File: src/hdl/sdtq_pkg.sv
// shared types and codes for the sorted deadline timer queue
// no dependencies
`timescale 1ns / 1ps
package sdtq_pkg;
  localparam logic [2:0] KIND_ADD_LATER = 3'd0;
  localparam logic [2:0] KIND_ADD_FIRST = 3'd1;
  localparam logic [2:0] KIND_FULL      = 3'd2;
  localparam logic [2:0] KIND_FIRED     = 3'd3;
  localparam logic [2:0] KIND_RELOAD    = 3'd4;
  localparam logic [2:0] KIND_STOP      = 3'd5;

  localparam logic CMD_ADD   = 1'b0;
  localparam logic CMD_CHECK = 1'b1;

  localparam int unsigned REG_TPS = 0;

  typedef enum logic [3:0] {
    ST_IDLE, ST_MUL, ST_ADD, ST_HEADRD, ST_HEADCMP, ST_WALKRD, ST_WALKCMP,
    ST_LINK, ST_CHKRD, ST_CHKCMP, ST_FINAL
  } state_t;

  // controller to datapath
  typedef struct packed {
    logic load;       // capture input item
    logic mul;        // register product
    logic add;        // form deadline, pick free slot
    logic rd_head;    // read entry at head
    logic rd_next;    // read entry after cursor
    logic adv;        // cursor moves to the entry read
    logic ins_head;   // link new entry at head
    logic ins_after;  // link new entry after cursor
    logic pop;        // free head entry
    logic emit;       // result strobe
    logic [2:0] kind;
    logic last;
  } cmd_t;

  // datapath to controller
  typedef struct packed {
    logic cmd;
    logic full;
    logic nonempty;
    logic rd_le;       // entry read has deadline <= key
    logic cur_linked;  // cursor has a successor
  } stat_t;
endpackage

File: src/hdl/sdtq_ctrl.sv
// control sequencer for add and check walks
// depends on sdtq_pkg
`timescale 1ns / 1ps
module sdtq_ctrl (
  input  logic           clk,
  input  logic           rst,
  input  logic           start,
  output logic           busy,
  input  sdtq_pkg::stat_t st,
  output sdtq_pkg::cmd_t  cm
);
  import sdtq_pkg::*;

  state_t state, state_next;

  always_ff @(posedge clk) begin
    if (rst) begin
      state <= ST_IDLE;
    end else begin
      state <= state_next;
    end
  end

  always_comb begin
    state_next = state;
    cm = '0;
    busy = (state != ST_IDLE);
    case (state)
      ST_IDLE: begin
        if (start) begin
          cm.load = 1'b1;
          state_next = ST_MUL;
        end
      end
      ST_MUL: begin
        if (st.cmd == CMD_CHECK) begin
          state_next = ST_CHKRD;
        end else if (st.full) begin
          cm.emit = 1'b1;
          cm.kind = KIND_FULL;
          cm.last = 1'b1;
          state_next = ST_IDLE;
        end else begin
          cm.mul = 1'b1;
          state_next = ST_ADD;
        end
      end
      ST_ADD: begin
        cm.add = 1'b1;
        state_next = ST_HEADRD;
      end
      ST_HEADRD: begin
        cm.rd_head = 1'b1;
        state_next = ST_HEADCMP;
      end
      ST_HEADCMP: begin
        // new entry goes first unless head deadline <= new deadline
        if (!st.nonempty || !st.rd_le) begin
          cm.ins_head = 1'b1;
          cm.emit = 1'b1;
          cm.kind = KIND_ADD_FIRST;
          cm.last = 1'b1;
          state_next = ST_IDLE;
        end else begin
          cm.adv = 1'b1;
          state_next = ST_WALKRD;
        end
      end
      ST_WALKRD: begin
        if (st.cur_linked) begin
          cm.rd_next = 1'b1;
          state_next = ST_WALKCMP;
        end else begin
          state_next = ST_LINK;
        end
      end
      ST_WALKCMP: begin
        if (st.rd_le) begin
          cm.adv = 1'b1;
          state_next = ST_WALKRD;
        end else begin
          state_next = ST_LINK;
        end
      end
      ST_LINK: begin
        cm.ins_after = 1'b1;
        cm.emit = 1'b1;
        cm.kind = KIND_ADD_LATER;
        cm.last = 1'b1;
        state_next = ST_IDLE;
      end
      ST_CHKRD: begin
        if (st.nonempty) begin
          cm.rd_head = 1'b1;
          state_next = ST_CHKCMP;
        end else begin
          cm.emit = 1'b1;
          cm.kind = KIND_STOP;
          cm.last = 1'b1;
          state_next = ST_IDLE;
        end
      end
      ST_CHKCMP: begin
        if (st.rd_le) begin
          cm.pop = 1'b1;
          cm.emit = 1'b1;
          cm.kind = KIND_FIRED;
          state_next = ST_CHKRD;
        end else begin
          state_next = ST_FINAL;
        end
      end
      ST_FINAL: begin
        cm.emit = 1'b1;
        cm.kind = KIND_RELOAD;
        cm.last = 1'b1;
        state_next = ST_IDLE;
      end
      default: state_next = ST_IDLE;
    endcase
  end

  a_emit_busy: assert property (@(posedge clk) disable iff (rst)
    cm.emit |-> busy) else $error("result outside an item");
  a_last_idle: assert property (@(posedge clk) disable iff (rst)
    (cm.emit && cm.last) |=> !busy) else $error("no return to idle after last");
  a_one_op: assert property (@(posedge clk) disable iff (rst)
    $onehot0({cm.ins_head, cm.ins_after, cm.pop})) else $error("two list ops");
endmodule

File: config.mk
export PLATFORM = sky130hd
export DESIGN_NAME = sdtq_ctrl
export DESIGN_NICKNAME = d
export VERILOG_FILES = /design/src/hdl/sdtq_pkg.sv /design/src/hdl/sdtq_ctrl.sv
export SDC_FILE = /design/constraint.sdc
export NUM_CORES = 1
export LEC_CHECK = 0
export BUFFER_PORTS_ARGS = -buffer_cell sky130_fd_sc_hd__buf_2
export CORE_MARGIN = 5
export CORE_UTILIZATION = 29
export CTS_BUF_LIST = sky130_fd_sc_hd__clkbuf_8
export CTS_CLUSTER_DIAMETER = 60
export DETAILED_ROUTE_END_ITERATION = 16
export PLACE_DENSITY_LB_ADDON = 0.08
export SKIP_CTS_REPAIR_TIMING = 1
export SYNTH_ARGS = -nofsm -noshare
export SYNTH_HDL_FRONTEND = slang
export SYNTH_SLANG_ARGS = --single-unit
File: constraint.sdc
create_clock -name clk -period 3.7 [get_ports clk]
set_input_delay 0.74 -clock clk [delete_from_list [all_inputs] [get_ports clk]]
set_output_delay 0.74 -clock clk [all_outputs]
set_load 0.005 [all_outputs]
==> impl_results.md, run 1 <==
- Static Leak: between 0.0002 and 0.0003 uW
- Worst-Margin Slew: 0.563 ns
- Post-synthesis cell count: 68
- Vias in the first global route: 514
- Largest net degree at the start of global routing: 17
- Sequential element share of the synthesized area: approximately 17%
- H-tree depth: 1
- Antenna-violating nets left: 0
- Reg power frac: 28.9%
- Max Cap Violations: 0
- Fillers: 181
- Synth top area share: 16.7%
- Clock root cell: clkbuf_8
- Post-synth EDFFs: 0
- Net count after synthesis: 76
- Max Clk Rate: 386 MHz
- Syn_area_per_cell: 7.07 um^2
- Final setup vio count: 0
- Overall power: 190 uW
- Layout cell share with drive strength beyond 1: 37.5%
- Crit path kind: reg -> out
- Async SR Flop Fraction: 0%
- Max FFs per register: 4
- Final core utilization: 40.1%
- Die Ht: 50.7 um
- CP Capture Type: output pin
- Vias per cell: 5.47
- RD Place Congestion: 0.764
- Via count: ~570
- Global-route wire length before repair: around 2400 um
- Place WS: roughly 1.3 ns
- Post-Route WL: between 1000 and 1500 um
- Initial DRC count: 12
- HPWL Detailed: 1080 um
- CP max FO: 15
- Yosys reg bits: 4
- I/O Buffers: 22
- TritonCTS clock tree: built
- Max-slew headroom: 62.4%
- Min Tclk post-route: 2.59 ns
- Hold Path Class: reg -> reg
- Setup crit start kind: flop
- Clk sinks: 4
- Max Root-Sink Buffers: 2
- Power Density: 307 mW/mm^2
- Gate power share: 24.4%
- # rows: 14
- Yosys Warn Count: 0
- Post-synth top cells: 10 x nor2_1, 7 x a21oi_1, 6 x nand2_1
- Setup TNS Final: 0 ns
- Cell-internal power: 137 uW
- Main synth FF type: dfxtp_1
- Clock skew: 0.00260 ns
- HP Start: state[3]
- Placed Cells: 101
- Top flop regs: state x4
- Critical Path RT: 2.96 ns
- IO Count: 23
- Clock power frac: about 47%
- Initial antenna violation count: 0
- Final Hold Violating Endpoints: 0
- Largest cells by area after synthesis: dfxtp_1 17%, nor2_1 7.8%, a21oi_1 7.3%, a21oi_2 5.5%, nand2b_1 5.2%
- Layout Cells excl Fill: 104
- Synth unique cells: 29
- Final Max Slew Viols: 0
- Net Sw Power: 53.1 uW
- DRT Pass-1 Iters: 4
- Routed len/inst: approximately 14 um
- Total GRT Usage: 11.6%
- Unrepaired setup endpoints after global routing: no
- Status: complete, no violations
- GRT Residual Overflow: 0
- Post-layout nets: 98
- Layout area overhead: 28.6%
- Clk slew on worst S/H paths: 0.03 ns
- FF-to-FF Start: state[2]
- Switching Share: 28.0%
- Cts bufs inserted: 3
- Crit. Startpoint: state[3]
- Die Wd: 50.7 um
- Register name with the most flops: state
- Final Cycle Share: 70.1%
- Residual DRC count: 0
- Setup WS post-layout: between 1 and 1.5 ns
- CORE AREA: about 0.0015 mm^2
- Arr. time, crit path: 1.85 ns
- Count leader, synth: nor2_1
- Diodes inserted: 0
- Peak VDD IR: ~0.18 mV
- Initial Util: 31.2%
- Area leader, netlist: dfxtp_1
- Die Area: 0.00257 mm^2
- Cell area after synthesis: 480 um^2
- Worst-Skew Late Latency: between 0.2 and 0.25 ns
[kinds of logic after synthesis]
kind of cell | synth area share, %
flip-flops | 16.7
AO/OA/AOI/OAI | 32.0
AND/OR/NAND/NOR | 41.7
XOR/XNOR | 1.82
buffers and inverters | 7.81
[power groups by stage]
| stage | clock network (uW) | logic [uW] | registers [uW] |
|---|---|---|---|
| after detailed placement | 0 | 46.6 | 55.2 |
| after floorplan | 0 | 32.7 | 48.7 |
| after global placement | 0 | 47.2 | 55.7 |
| after global routing | 97.0 | 51.5 | 55.7 |
| after CTS | 90.6 | 46.9 | 54.7 |
| final | 88.4 | 46.4 | 54.9 |
[critical path, stage by stage (launching register included)]
cell,delay (ns)
dfxtp_1,0.65
nand2b_1,0.34
a21oi_2,0.09
o31a_1,0.29
nand2b_1,0.14
buf_2,0.12
[stage by stage]
step           hold slack, ns  instance area, um^2
2_1_floorplan           0.622                  480
3_3_place_gp            0.726                  577
3_5_place_dp            0.735                  577
4_1_cts                 0.740                  618
5_1_grt                 0.817                  618
6_report                0.743                  618
[area by class of cell]
class | instances | area (um^2) | area share, %
Sequential cell | 4 | 80.1 | 13.0
Timing Repair Buffer | 22 | 110 | 17.8
Clock buffer | 3 | 41.3 | 6.68
Tap cell | 16 | 20.0 | 3.24
Inverter | 1 | 3.75 | 0.607
Multi-Input combinational cell | 58 | 363 | 58.7
[routing by layer]
layer,track usage [%],wire (um),vias up
met3,3.85,111,0
met5,0,0,-
li1,-,-,285
met4,3.83,0,0
met2,16.7,624,23
met1,15.9,722,261
[cell usage in the layout (no fill, tap or decap), types with 2 or more instances in the layout]
master    instances
nor2b_1           2
dfxtp_1           4
a21oi_2           3
o21ai_0           3
and2_1            2
nand2b_1          4
clkbuf_8          3
nor3b_1           2
a21oi_1           7
o31a_1            2
nor2_1           10
buf_2            22
nand2_1           6
nor3_1            4
[final timing paths]
| check | end | slack (ns) | cells after the start |
|---|---|---|---|
| setup / recovery | cm[4] | 1.11 | 5 |
| hold / removal | state[3] | 0.74 | 2 |
| setup reg to reg | state[0] | 2.10 | 4 |
| hold reg to reg | state[3] | 0.74 | 2 |
Note: power is estimated with default switching activity, not from simulation.
==> run 2: changes to the inputs <==
Settings changed: ABC_AREA from default to 1.
Clock period 3.7 ns to 2.5 ns, I/O delays scaled along.
==> run 2 against run 1 <==
Against the previous run: clock power rose by 50%; routed wire length fell by 17%; flip-flop and latch count did not move; clock skew barely moved; combinational power rose by 89%; non-clock buffer count did not move; clock-buffer cell count did not move; largest cell class unchanged; cell count rose by 20%; cell area fell by 5.9%; critical path depth rose by 1; hold slack got worse by 0.23 ns; die area fell by 12%.
==> impl_results.md, run 2 <==
- # rows: 13
- Post-route cell area: 582 um^2
- Post-layout nets: 120
- Worst-Margin Slew: 0.311 ns
- Vias in the first global route: 473
- IO Count: 23
- Synth top area share: between 30% and 40%
- Cts bufs inserted: 3
- Post-Route WL: 1210 um
- Initial DRC count: 9
- Sequential element share of the synthesized area: 19.5%
- Final setup vio count: 0
- Largest cells by area after synthesis: nand2_1 30%, dfxtp_1 19%, nor2_1 16%, inv_1 15%, nand3_1 4.9%
- Min Tclk post-route: 1.86 ns
- Die Wd: 47.7 um
- Peak VDD IR: 0.351 mV
- Post-DP Area: ~540 um^2
- Critical Path RT: 2.00 ns
- Clock root cell: clkbuf_8
- CP max FO: 5
- Residual DRC count: 0
- Global-route wire length before repair: between 1500 and 2000 um
- Post-synthesis cell count: 85
- Via count: 562
- Die Area: roughly 0.0023 mm^2
- Total GRT Usage: 12.3%
- Vias per cell: 4.50
- Initial Util: a little under a third
- TritonCTS clock tree: built
- Hold Path Class: in -> reg
- Layout cell share with drive strength beyond 1: a little over a quarter
- Fillers: 148
- CORE AREA: 0.00132 mm^2
- Status: complete, no violations
- Layout area overhead: 41.3%
- Commonest cells after routing, fill and taps aside: 33 x nand2_1, 22 x buf_2, 17 x nor2_1
- Clk slew on worst S/H paths: 0.03 ns
- Syn_area_per_cell: 4.84 um^2
- Area leader, netlist: nand2_1
- Initial antenna violation count: 0
- HPWL Detailed: 1010 um
- Final Hold Violating Endpoints: 0
- Antenna-violating nets left: 0
- Net count after synthesis: just over 90
- Async SR Flop Fraction: 0%
- Crit path kind: reg -> out
- Max Clk Rate: 538 MHz
- Synth unique cells: 12
- Post-synth EDFFs: 0
- Static Leak: 0.000433 uW
- Setup TNS Final: 0 ns
- Setup crit start kind: flop
- Max Cap Violations: 0
- Final Max Slew Viols: 0
- GRT Residual Overflow: 0
- Count leader, synth: nand2_1
- Cell area after synthesis: 412 um^2
- Max Root-Sink Buffers: 2
- Die Ht: about 48 um
- Yosys Warn Count: 0
- CP Capture Type: output pin
- Most common cell after layout, fill and taps aside: nand2_1
- Diodes inserted: 0
- Power Density: between 500 and 600 mW/mm^2
- Clock skew: 0.00302 ns
- Overall power: approximately 300 uW
- I/O Buffers: 22
- Arr. time, crit path: 1.36 ns
- RD Place Congestion: slightly above 0.8
- Top flop regs: state x4
- Clk sinks: 4
- Unrepaired setup endpoints after global routing: no
- Final Cycle Share: approximately 74%
- Post-synth top cells: 33 x nand2_1, 17 x nor2_1, 16 x inv_1, 4 x dfxtp_1, 4 x nand3_1
- Max FFs per register: 4
- Register name with the most flops: state
- Main synth FF type: dfxtp_1
- Largest net degree at the start of global routing: 6
- Routed len/inst: 9.70 um
- WHS: 0.515 ns
- Max-slew headroom: about four fifths
- H-tree depth: 1
- Worst-Skew Late Latency: 0.21 ns
- DRT Pass-1 Iters: 5
- Yosys reg bits: 4
## run 2: power breakdown
part | leakage, uW | internal, uW | total (uW) | switching [uW]
logic | 0.000378 | 35.0 | 87.6 | 52.6
clock network | 0.0000216 | 102 | 133 | 30.8
registers | 0.0000326 | 69.9 | 76.1 | 6.22
total | 0.000433 | 207 | 297 | 89.6
## run 2: per-layer routing
metal  up-vias  global-route usage [%]  wire length (um)
li1        301                       -                 -
met1       239                    16.6               550
met2        18                    16.8               559
met3         4                    2.26                63
met4         0                    9.68                38
met5         -                       0                 0
## run 2: worst paths after layout
kind	slack [ns]	startpoint	end	cells after the start
setup / recovery	0.64	state[2]	cm[4]	6
setup reg to reg	1.33	state[1]	state[1]	6
hold / removal	0.51	rst	state[2]	2
hold reg to reg	0.66	state[0]	state[3]	4
## run 2: cells by family after synthesis
group                  count (synthesis)  synth area share [%]
DFF                                    4                  19.5
buffers and inverters                 17                  15.5
AOI/OAI and AO/OA                      5                  6.38
and+or+nand+nor                       59                  58.7
## run 2: cell type report
type                    count  area (um^2)  area share [%]
multi-input cells          64          268            46.0
repair buffers             22          110            18.9
flip-flops and latches      4         80.1            13.8
inverters                  17         63.8            11.0
clock buffers               3         41.3            7.10
well taps                  15         18.8            3.23
## run 2: through the flow
stage / cells / setup WS, ns / utilization (%)
2_1_floorplan: 85 / 1.05 / -
3_3_place_gp: 122 / 0.849 / 41.0
3_5_place_dp: 122 / 0.849 / 41.0
4_1_cts: 125 / 0.648 / 44.2
5_1_grt: 125 / 0.459 / 44.2
6_report: 125 / 0.642 / 44.2
## run 2: worst max-delay path, stage by stage, from the launching register on
cell     delay [ns]
dfxtp_1        0.32
nor2_1         0.26
inv_1          0.09
nor2_1         0.18
a21oi_1        0.11
nand3_1        0.07
buf_2          0.11
